===== src/rtl/dxt1_block_encoder_defines.svh =====
// Assertion macros shared by the block compressor RTL.
`ifndef DXT1_BLOCK_ENCODER_DEFINES_SVH
`define DXT1_BLOCK_ENCODER_DEFINES_SVH

// Same-cycle implication check.
`define DBE_ASSERT_HOLDS(label, clk, rst_n, ante, cons) \
    label: assert property (@(posedge clk) disable iff (!rst_n) (ante) |-> (cons)) \
        else $error("dbe: same-cycle check failed");

// Next-cycle implication check.
`define DBE_ASSERT_NEXT(label, clk, rst_n, ante, cons) \
    label: assert property (@(posedge clk) disable iff (!rst_n) (ante) |=> (cons)) \
        else $error("dbe: next-cycle check failed");

`endif


===== src/rtl/dbe_pkg.sv =====
// Shared types and constants of the 4x4 block compressor.
package dbe_pkg;

    localparam int NumPixels  = 16;
    localparam int PixelIdxW  = $clog2(NumPixels);
    localparam int NumEntries = 4;

    localparam logic [5:0]  Max5Bit     = 6'd31;
    localparam logic [5:0]  Max6Bit     = 6'd63;
    localparam logic [6:0]  RoundBias   = 7'd127;
    localparam logic [2:0]  WeightNear  = 3'd5;
    localparam logic [2:0]  WeightFar   = 3'd3;
    localparam logic [15:0] EndpointTop = 16'hFFFF;

    typedef struct packed {
        logic [7:0] pixel_red;
        logic [7:0] pixel_green;
        logic [7:0] pixel_blue;
    } t_in_item;

    typedef struct packed {
        logic [15:0] endpoint_high;
        logic [15:0] endpoint_low;
        logic [31:0] index_bits;
    } t_out_item;

    typedef t_in_item [NumEntries-1:0] t_palette;

    typedef struct packed {
        logic calc;
        logic adjust;
        logic palette;
    } t_ep_ctrl;

endpackage


===== src/rtl/dbe_pixel_cell.sv =====
// One cell of the pixel chain: holds a pixel and passes it on when shifted.
module dbe_pixel_cell (
    input  logic             i_clk,
    input  logic             i_shift,
    input  dbe_pkg::t_in_item i_pixel,
    output dbe_pkg::t_in_item o_pixel
);
    import dbe_pkg::*;

    t_in_item r_pixel;

    // Advance the chain by one place
    always_ff @(posedge i_clk) begin
        if (i_shift) begin
            r_pixel <= i_pixel;
        end
    end

    assign o_pixel = r_pixel;

endmodule


===== src/rtl/dbe_endpoint.sv =====
// Endpoint quantization, ordering and four-entry palette build.
module dbe_endpoint (
    input  logic              i_clk,
    input  dbe_pkg::t_ep_ctrl  i_ctrl,
    input  dbe_pkg::t_in_item  i_least,
    input  dbe_pkg::t_in_item  i_most,
    output logic [15:0]       o_e0,
    output logic [15:0]       o_e1,
    output dbe_pkg::t_palette  o_palette
);
    import dbe_pkg::*;

    // (v*n + 127) / 255, division by 255 through (x + 1 + (x >> 8)) >> 8
    function automatic logic [5:0] f_quant(input logic [7:0] v, input logic [5:0] n);
        logic [13:0] x;
        logic [14:0] s;
        x = 14'(v) * 14'(n) + 14'(RoundBias);
        s = 15'(x) + 15'd1 + 15'(x >> 8);
        return 6'(s >> 8);
    endfunction

    function automatic t_in_item f_expand(input logic [15:0] c);
        t_in_item p;
        p.pixel_red   = {c[15:11], c[15:13]};
        p.pixel_green = {c[10:5], c[10:9]};
        p.pixel_blue  = {c[4:0], c[4:2]};
        return p;
    endfunction

    // (5*a + 3*b) >> 3
    function automatic logic [7:0] f_blend(input logic [7:0] a, input logic [7:0] b);
        logic [10:0] s;
        s = 11'(a) * 11'(WeightNear) + 11'(b) * 11'(WeightFar);
        return s[10:3];
    endfunction

    function automatic t_in_item f_mix(input t_in_item a, input t_in_item b);
        t_in_item p;
        p.pixel_red   = f_blend(a.pixel_red, b.pixel_red);
        p.pixel_green = f_blend(a.pixel_green, b.pixel_green);
        p.pixel_blue  = f_blend(a.pixel_blue, b.pixel_blue);
        return p;
    endfunction

    logic [15:0] r_raw0;
    logic [15:0] r_raw1;
    logic [15:0] r_e0;
    logic [15:0] r_e1;
    t_palette    r_palette;

    logic [15:0] w_raw0;
    logic [15:0] w_raw1;
    logic [15:0] n_e0;
    logic [15:0] n_e1;
    t_in_item    w_c0;
    t_in_item    w_c1;
    logic [5:0]  w_q_r0, w_q_b0, w_q_r1, w_q_b1;

    // Round the max corner and the min corner to RGB565
    always_comb begin
        w_q_r0 = f_quant(i_most.pixel_red, Max5Bit);
        w_q_b0 = f_quant(i_most.pixel_blue, Max5Bit);
        w_q_r1 = f_quant(i_least.pixel_red, Max5Bit);
        w_q_b1 = f_quant(i_least.pixel_blue, Max5Bit);
        w_raw0 = {w_q_r0[4:0], f_quant(i_most.pixel_green, Max6Bit), w_q_b0[4:0]};
        w_raw1 = {w_q_r1[4:0], f_quant(i_least.pixel_green, Max6Bit), w_q_b1[4:0]};
    end

    // Order the endpoints and bump them apart when equal
    always_comb begin
        if (r_raw0 < r_raw1) begin
            n_e0 = r_raw1;
            n_e1 = r_raw0;
        end else begin
            n_e0 = r_raw0;
            n_e1 = r_raw1;
        end
        if (n_e0 == n_e1) begin
            if (n_e0 == EndpointTop) begin
                n_e1 = n_e1 - 16'd1;
            end else begin
                n_e0 = n_e0 + 16'd1;
            end
        end
    end

    assign w_c0 = f_expand(r_e0);
    assign w_c1 = f_expand(r_e1);

    // Step through quantize, order, palette
    always_ff @(posedge i_clk) begin
        if (i_ctrl.calc) begin
            r_raw0 <= w_raw0;
            r_raw1 <= w_raw1;
        end
        if (i_ctrl.adjust) begin
            r_e0 <= n_e0;
            r_e1 <= n_e1;
        end
        if (i_ctrl.palette) begin
            r_palette[0] <= w_c0;
            r_palette[1] <= w_c1;
            r_palette[2] <= f_mix(w_c0, w_c1);
            r_palette[3] <= f_mix(w_c1, w_c0);
        end
    end

    assign o_e0      = r_e0;
    assign o_e1      = r_e1;
    assign o_palette = r_palette;

endmodule


===== src/rtl/dbe_classifier.sv =====
// Two-stage nearest palette entry search for one pixel per cycle.
module dbe_classifier (
    input  logic              i_clk,
    input  logic              i_rst_n,
    input  logic              i_valid,
    input  dbe_pkg::t_in_item  i_pixel,
    input  dbe_pkg::t_palette  i_palette,
    output logic              o_valid,
    output logic [1:0]        o_index
);
    import dbe_pkg::*;

    function automatic logic [15:0] f_sq_diff(input logic [7:0] a, input logic [7:0] b);
        logic [7:0] d;
        d = (a > b) ? (a - b) : (b - a);
        return 16'(d) * 16'(d);
    endfunction

    logic        r_valid_a;
    logic [15:0] r_sq_r [NumEntries];
    logic [15:0] r_sq_g [NumEntries];
    logic [15:0] r_sq_b [NumEntries];
    logic        r_valid_b;
    logic [1:0]  r_index;

    logic [17:0] w_err [NumEntries];
    logic [17:0] w_err01;
    logic [17:0] w_err23;
    logic [1:0]  w_pick01;
    logic [1:0]  w_pick23;
    logic [1:0]  n_index;

    // Stage A: squared channel errors against every entry
    always_ff @(posedge i_clk) begin
        for (int k = 0; k < NumEntries; k++) begin
            r_sq_r[k] <= f_sq_diff(i_pixel.pixel_red, i_palette[k].pixel_red);
            r_sq_g[k] <= f_sq_diff(i_pixel.pixel_green, i_palette[k].pixel_green);
            r_sq_b[k] <= f_sq_diff(i_pixel.pixel_blue, i_palette[k].pixel_blue);
        end
    end

    // Stage B: sum and pick the least error, lower index on a tie
    always_comb begin
        for (int k = 0; k < NumEntries; k++) begin
            w_err[k] = 18'(r_sq_r[k]) + 18'(r_sq_g[k]) + 18'(r_sq_b[k]);
        end
        if (w_err[1] < w_err[0]) begin
            w_pick01 = 2'd1;
            w_err01  = w_err[1];
        end else begin
            w_pick01 = 2'd0;
            w_err01  = w_err[0];
        end
        if (w_err[3] < w_err[2]) begin
            w_pick23 = 2'd3;
            w_err23  = w_err[3];
        end else begin
            w_pick23 = 2'd2;
            w_err23  = w_err[2];
        end
        n_index = (w_err23 < w_err01) ? w_pick23 : w_pick01;
    end

    always_ff @(posedge i_clk) begin
        r_index <= n_index;
    end

    // Track valid through both stages
    always_ff @(posedge i_clk) begin
        if (!i_rst_n) begin
            r_valid_a <= 1'b0;
            r_valid_b <= 1'b0;
        end else begin
            r_valid_a <= i_valid;
            r_valid_b <= r_valid_a;
        end
    end

    assign o_valid = r_valid_b;
    assign o_index = r_index;

endmodule


===== src/rtl/dxt1_block_encoder.sv =====
// Per block: load the 16 pixels, quantize, order and build the palette, feed each pixel
// of the chain through the two-stage classifier, drain and hand off; one pixel per cycle
// while loading. No pixels are taken between the 16th pixel and the result hand-off.
// Reset (synchronous, active low) empties the output, clears the counts and resets the bounds.
`include "dxt1_block_encoder_defines.svh"

module dxt1_block_encoder (
    input  logic               i_clk,
    input  logic               i_rst_n,
    input  logic               i_in_valid,
    output logic               o_in_ready,
    input  dbe_pkg::t_in_item  i_in_data,
    output logic               o_out_valid,
    input  logic               i_out_ready,
    output dbe_pkg::t_out_item o_out_data
);
    import dbe_pkg::*;

    typedef enum logic [2:0] {
        S_LOAD,
        S_CALC,
        S_ADJUST,
        S_PALETTE,
        S_CLASSIFY,
        S_DRAIN,
        S_DONE
    } t_state;

    t_state               r_state;
    logic [PixelIdxW-1:0] r_count;
    logic [PixelIdxW-1:0] r_idx_count;
    logic                 r_out_valid;
    t_out_item            r_out_data;
    t_in_item             r_least;
    t_in_item             r_most;
    logic [1:0]           r_idx_slot [NumPixels];

    t_in_item    w_cell_in  [NumPixels];
    t_in_item    w_cell_out [NumPixels];
    logic        w_shift;
    logic        w_accept;
    logic        w_out_free;
    logic        w_block_end;
    logic        w_feed;
    t_ep_ctrl    w_ep_ctrl;
    logic [15:0] w_e0;
    logic [15:0] w_e1;
    t_palette    w_palette;
    logic        w_cls_valid;
    logic [1:0]  w_cls_index;
    logic [31:0] w_bits;
    logic        w_ep_ordered;
    logic        w_cls_window;
    logic        w_bounds_ok;

    assign o_in_ready  = (r_state == S_LOAD);
    assign w_accept    = i_in_valid && o_in_ready;
    assign w_out_free  = !r_out_valid || i_out_ready;
    assign w_block_end = (r_state == S_DONE) && w_out_free;
    assign w_feed      = (r_state == S_CLASSIFY);
    assign w_shift     = w_accept || w_feed;

    // Pixel chain: load from the input, recirculate while classifying
    always_comb begin
        w_cell_in[0] = w_feed ? w_cell_out[NumPixels-1] : i_in_data;
        for (int k = 1; k < NumPixels; k++) begin
            w_cell_in[k] = w_cell_out[k-1];
        end
    end

    for (genvar g = 0; g < NumPixels; g++) begin : g_cell
        dbe_pixel_cell u_cell (
            .i_clk   (i_clk),
            .i_shift (w_shift),
            .i_pixel (w_cell_in[g]),
            .o_pixel (w_cell_out[g])
        );
    end

    assign w_ep_ctrl.calc    = (r_state == S_CALC);
    assign w_ep_ctrl.adjust  = (r_state == S_ADJUST);
    assign w_ep_ctrl.palette = (r_state == S_PALETTE);

    dbe_endpoint u_endpoint (
        .i_clk     (i_clk),
        .i_ctrl    (w_ep_ctrl),
        .i_least   (r_least),
        .i_most    (r_most),
        .o_e0      (w_e0),
        .o_e1      (w_e1),
        .o_palette (w_palette)
    );

    dbe_classifier u_classifier (
        .i_clk     (i_clk),
        .i_rst_n   (i_rst_n),
        .i_valid   (w_feed),
        .i_pixel   (w_cell_out[NumPixels-1]),
        .i_palette (w_palette),
        .o_valid   (w_cls_valid),
        .o_index   (w_cls_index)
    );

    // Track per-channel bounds of the block; restore them at block end
    always_ff @(posedge i_clk) begin
        if (!i_rst_n || w_block_end) begin
            r_least <= '1;
            r_most  <= '0;
        end else if (w_accept) begin
            if (i_in_data.pixel_red < r_least.pixel_red) begin
                r_least.pixel_red <= i_in_data.pixel_red;
            end
            if (i_in_data.pixel_red > r_most.pixel_red) begin
                r_most.pixel_red <= i_in_data.pixel_red;
            end
            if (i_in_data.pixel_green < r_least.pixel_green) begin
                r_least.pixel_green <= i_in_data.pixel_green;
            end
            if (i_in_data.pixel_green > r_most.pixel_green) begin
                r_most.pixel_green <= i_in_data.pixel_green;
            end
            if (i_in_data.pixel_blue < r_least.pixel_blue) begin
                r_least.pixel_blue <= i_in_data.pixel_blue;
            end
            if (i_in_data.pixel_blue > r_most.pixel_blue) begin
                r_most.pixel_blue <= i_in_data.pixel_blue;
            end
        end
    end

    // Shift each new index into the slot line; slot 15-p ends up holding pixel p
    always_ff @(posedge i_clk) begin
        if (w_cls_valid) begin
            r_idx_slot[0] <= w_cls_index;
            for (int k = 1; k < NumPixels; k++) begin
                r_idx_slot[k] <= r_idx_slot[k-1];
            end
        end
    end

    // Place pixel p at row byte 3-row, column pair col
    always_comb begin
        w_bits = '0;
        for (int p = 0; p < NumPixels; p++) begin
            w_bits[(3 - (p >> 2)) * 8 + (p & 3) * 2 +: 2] = r_idx_slot[NumPixels-1-p];
        end
    end

    // Sequencer with the output register
    always_ff @(posedge i_clk) begin
        if (!i_rst_n) begin
            r_state     <= S_LOAD;
            r_count     <= '0;
            r_idx_count <= '0;
            r_out_valid <= 1'b0;
        end else begin
            // Raise valid on hand-off, drop it once the transaction is taken
            if (w_block_end) begin
                r_out_valid <= 1'b1;
            end else if (i_out_ready) begin
                r_out_valid <= 1'b0;
            end
            case (r_state)
                S_LOAD: begin
                    if (w_accept) begin
                        r_count <= r_count + PixelIdxW'(1);
                        if (r_count == PixelIdxW'(NumPixels - 1)) begin
                            r_state <= S_CALC;
                        end
                    end
                end
                S_CALC: begin
                    r_state <= S_ADJUST;
                end
                S_ADJUST: begin
                    r_state <= S_PALETTE;
                end
                S_PALETTE: begin
                    r_state <= S_CLASSIFY;
                end
                S_CLASSIFY: begin
                    r_count <= r_count + PixelIdxW'(1);
                    if (r_count == PixelIdxW'(NumPixels - 1)) begin
                        r_state <= S_DRAIN;
                    end
                end
                S_DRAIN: begin
                    if (w_cls_valid && r_idx_count == PixelIdxW'(NumPixels - 1)) begin
                        r_state <= S_DONE;
                    end
                end
                S_DONE: begin
                    if (w_out_free) begin
                        r_out_data.endpoint_high <= w_e0;
                        r_out_data.endpoint_low  <= w_e1;
                        r_out_data.index_bits    <= w_bits;
                        r_count                  <= '0;
                        r_state                  <= S_LOAD;
                    end
                end
                default: begin
                    r_state <= S_LOAD;
                end
            endcase
            if (w_cls_valid) begin
                r_idx_count <= r_idx_count + PixelIdxW'(1);
            end
        end
    end

    assign o_out_valid = r_out_valid;
    assign o_out_data  = r_out_data;

    // Conditions checked by the assertions below
    assign w_ep_ordered = o_out_data.endpoint_high > o_out_data.endpoint_low;
    assign w_cls_window = (r_state == S_CLASSIFY) || (r_state == S_DRAIN);
    assign w_bounds_ok  = (r_least.pixel_red <= r_most.pixel_red) &&
                          (r_least.pixel_green <= r_most.pixel_green) &&
                          (r_least.pixel_blue <= r_most.pixel_blue);

    `DBE_ASSERT_HOLDS(a_endpoint_order, i_clk, i_rst_n, o_out_valid, w_ep_ordered)
    `DBE_ASSERT_HOLDS(a_cls_window, i_clk, i_rst_n, w_cls_valid, w_cls_window)
    `DBE_ASSERT_HOLDS(a_bounds_order, i_clk, i_rst_n, r_state == S_CALC, w_bounds_ok)
    `DBE_ASSERT_NEXT(a_handoff, i_clk, i_rst_n, w_block_end, o_out_valid && o_in_ready)

endmodule


===== config.mk =====
export PLATFORM = sky130hd
export DESIGN_NAME = dxt1_block_encoder
export DESIGN_NICKNAME = d
export VERILOG_FILES = /design/src/rtl/dbe_pkg.sv /design/src/rtl/dbe_pixel_cell.sv /design/src/rtl/dbe_endpoint.sv /design/src/rtl/dbe_classifier.sv /design/src/rtl/dxt1_block_encoder.sv
export VERILOG_INCLUDE_DIRS = /design/src /design/src/rtl
export SDC_FILE = /design/constraint.sdc
export NUM_CORES = 2
export LEC_CHECK = 0
export BUFFER_PORTS_ARGS = -buffer_cell sky130_fd_sc_hd__buf_4
export CAP_MARGIN = 20
export CORE_MARGIN = 3
export CORE_UTILIZATION = 50
export DETAILED_ROUTE_END_ITERATION = 8
export GPL_TIMING_DRIVEN = 0
export PLACE_DENSITY = 0.68
export SLEW_MARGIN = 20
export SYNTH_ARGS = -nofsm -noshare
export SYNTH_HDL_FRONTEND = slang
export SYNTH_SLANG_ARGS = --single-unit

===== constraint.sdc =====
create_clock -name i_clk -period 30.2 [get_ports i_clk]
set_input_delay 1.51 -clock i_clk [delete_from_list [all_inputs] [get_ports i_clk]]
set_output_delay 1.51 -clock i_clk [all_outputs]
set_load 0.005 [all_outputs]

==> Flow_metrics.wiki <==
{| class="wikitable"
! Metric !! Value
|-
| Result of the run || finished, final reports clean
|-
| TritonCTS clock tree || built
|-
| Full die area || roughly 150000 um2
|-
| Mean post-synth cell area || 10.6 um2
|-
| DRC || 0
|-
| Synth Net Count || roughly 8500
|-
| Period minus WS final || approximately 8.9 ns
|-
| Post-Place Worst Slack || ~21 ns
|-
| Overall overflow remaining after global route || 0
|-
| Largest net degree at the start of global routing || 57
|-
| Worst Path Max Fanout || 10
|-
| Number of setup violations in the final report || 0
|-
| Number of global-route vias before repair || ~49000
|-
| Classification of the worst setup path || reg -> reg
|-
| Startpoint class of the critical path || flip-flop
|-
| Required time reported for the critical path endpoint || slightly above 30 ns
|-
| Slowest Stage Delay on Critical Path || about 0.67 ns
|-
| Number of failing hold endpoints at the final stage || 0
|-
| Fraction of final layout cells with drive strength greater than 1 || 0.0664
|-
| Number of gates resized after cts || 0
|-
| EDFF count, synth || 624
|-
| Antenna violation net count after detailed routing || 0
|-
| Main flop type after synthesis || sky130_fd_sc_hd__edfxtp_1
|-
| # IOs || 94
|-
| All-layer global routing usage || 0.206
|-
| Final Net Count || 8666
|-
| Proportion of register bits with asynchronous set or reset after synthesis || 0
|-
| Depth of the CTS H-tree || 3
|-
| Worst-case headroom to the max-slew limit || 0.216
|-
| Core area || ~140000 um2
|-
| Combined area of all synthesized cells || a little over 70000 um2
|-
| Via/cell ratio || between 5 and 6
|-
| Iteration-0 DRC Markers || between 2000 and 3000
|-
| Fin. max-slew vios || 0
|-
| Max-cap violations || 0
|-
| Layout-stage area growth over the synthesis result || 9.51%
|-
| Y dimension of the die || ~390 um
|-
| Max Root-Sink Buffers || 3
|-
| RSZ-0062 raised after global routing || no
|-
| Worst-case register-to-register setup slack || 21.31 ns
|-
| Fill count || approximately 12000
|-
| Synthesis Warnings || 0
|-
| Number of placement rows || 139
|-
| Total number of clock tree sinks || between 800 and 900
|-
| Clock insertion delay at the later pin of the skew report || ~0.7 ns
|-
| Total vias in the final route || 48000
|-
| Count of TritonRoute iterations in the first routing pass || 5
|-
| Netlist cell types || 93
|-
| Setup skew after layout || roughly 0.049 ns
|-
| Period utilisation layout || 0.294
|-
| Worst Path Arrival || between 9 and 10 ns
|-
| First-pass GRT wire length || around 250 mm
|-
| Routability cong. || 0.883
|-
| Hold buffer count at CTS || 0
|-
| Number of antenna violations at the first check in global routing || 5
|-
| Worst Setup End Kind || flip-flop
|-
| Timing-limited maximum frequency || roughly 0.11 GHz
|-
| Max stage delay cell, worst path || sky130_fd_sc_hd__a2111oi_4
|-
| Register bit count reported by yosys || 868
|-
| Sequential share of the synthesized area || 0.326
|-
| DIE WIDTH || 387 um
|-
| Final worst slack || between 20 and 25 ns
|-
| Effective utilization at floorplan || 0.504
|-
| Path category of the worst min-delay check || reg -> reg
|-
| Post-Route Setup TNS || 0 ns
|-
| Worst Tran Pin Value || between 1 and 1.5 ns
|-
| Clock buffer count from CTS || 94
|-
| Dominant cell type by count on the critical path || sky130_fd_sc_hd__ha_1
|-
| Post-CTS setup buffer count || 0
|-
| Count of inserted antenna diode cells || 0
|-
| Sum of net half-perimeters after detailed placement || 124 mm
|-
| Synth Instances || 6817
|-
| PortBufs || 93
|-
| Clock transition at path regs || about 0.06 ns
|-
| Cell at the root of the clock tree || sky130_fd_sc_hd__clkbuf_16
|-
| Routed wire per std cell || 17.0 um
|-
| Wire length after detailed routing || roughly 150 mm
|}
## layer usage
layer,GRT usage,share of wire,up-vias
met5,0,0.000085,-
met4,0.0741,0.035,2
met3,0.0250,0.037,231
met2,0.347,0.47,759
met1,0.276,0.45,23300
li1,-,-,23700
## synthesized netlist by cell type (all sizes together), types with 14 or more instances
cell type,count,area share
nand4,43,0.0037
o41ai,21,0.0026
a211oi,38,0.0041
ha,1096,0.19
o2111ai,26,0.0031
nor2b,99,0.0085
nor3,138,0.0096
mux2i,134,0.019
a31oi,34,0.0029
o21bai,75,0.0078
mux2,69,0.011
o31ai,14,0.0015
xor2,172,0.021
nand2b,60,0.0052
nand2,213,0.011
a2111oi,17,0.0022
o21ai,171,0.012
a21boi,18,0.0019
inv,1041,0.054
edfxtp,624,0.26
nor2,603,0.031
dfxtp,244,0.067
o21a,62,0.0064
and2,34,0.0030
a21o,131,0.014
clkbuf,64,0.0033
nand3,85,0.0059
and3,26,0.0022
buf,17,0.0015
xnor2,375,0.046
or3,20,0.0017
or2,66,0.0057
fa,512,0.14
a21oi,289,0.020
## registers in the layout (all words and copies together), names as in the netlist, 24 cells and up
register	cells
g_cell.u_cell.o_pixel	384
o_out_data	64
r_idx_slot	32
r_least	24
r_most	24
u_classifier.r_sq_b	60
u_classifier.r_sq_g	60
u_classifier.r_sq_r	60
u_endpoint.o_palette	80
## critical path: cells and delay by family (launching register included)
kind / cells / cell delay (ns)
xor gates and xnor gates: 2 / 0.45
DFF: 1 / 0.30
buffers and inverters: 2 / 0.90
AOI/OAI and AO/OA: 16 / 4.18
muxes: 1 / 0.52
and+or+nand+nor: 8 / 1.13
adders and majority gates: 4 / 1.23
## kinds of logic (layout without fill, tap and decap cells)
family,after synthesis,count (layout),share of synthesized area
AO/OA/AOI/OAI,1034,1034,0.0954
multiplexers,203,203,0.0292
flip-flops,868,868,0.326
buffers and inverters,1122,1409,0.0588
XOR/XNOR,547,547,0.0667
AND/OR/NAND/NOR,1435,1435,0.0932
adder cells (fa/ha/maj),1608,1608,0.331
## path summary, 6_finish.rpt
| check | start | to | depth (start not counted) |
|---|---|---|---|
| setup / recovery | u_classifier.r_sq_r[2][3]$_DFF_P_ | u_classifier.o_index[0]$_DFF_P_ | 33 |
| hold reg to reg | u_classifier.o_index[0]$_DFF_P_ | r_idx_slot[0][0]$_DFFE_PP_ | 0 |
| hold / removal | u_classifier.o_index[0]$_DFF_P_ | r_idx_slot[0][0]$_DFFE_PP_ | 0 |
| setup reg to reg | u_classifier.r_sq_r[2][3]$_DFF_P_ | u_classifier.o_index[0]$_DFF_P_ | 33 |
## cells in the final DEF (no fill, tap or decap), drive strengths merged, types with 12 or more instances in the layout
cell type / instances
dfxtp: 244
ha: 1096
o41ai: 21
a21boi: 18
inv: 1046
mux2: 69
a21o: 131
or3: 20
nor2: 603
a31oi: 34
o2111ai: 26
and2: 34
edfxtp: 624
o21bai: 75
o211ai: 12
o21ai: 171
a211oi: 38
clkinv: 27
a2111oi: 17
xor2: 172
nand2b: 60
fa: 512
nand2: 213
nand3: 85
nand4: 43
a21oi: 289
nor4: 13
mux2i: 134
buf: 134
nor3: 138
xnor2: 375
bufinv: 13
and3: 26
clkbuf: 178
nor2b: 99
o31ai: 14
o21a: 62
o31a: 12
a221oi: 12
or2: 66
## per-stage QoR
step,cell area [um2],hold WS (ns),utilization,cells
CTS,79300,0.409,0.551,9007
global route,79300,0.416,0.552,9007
floorplan,72500,0.386,-,6817
detailed placement,76000,0.398,0.528,8837
global placement,75500,0.393,0.525,8813
finish,79300,0.404,0.552,9007
## final cells by class
class,count,area [um2],share of cell area
plain buffers,81,350,0.00442
clock buffers,114,2480,0.0312
inverters,1041,3910,0.0492
clock inverters,56,801,0.0101
repair buffers,117,1070,0.0135
multi-input cells,4827,44700,0.564
well taps,1903,2380,0.0300
flip-flops and latches,868,23600,0.298
Power is left out: the tool's default activity adds up to more than one toggle a clock period on the data nets, which glitch-free logic cannot reach.
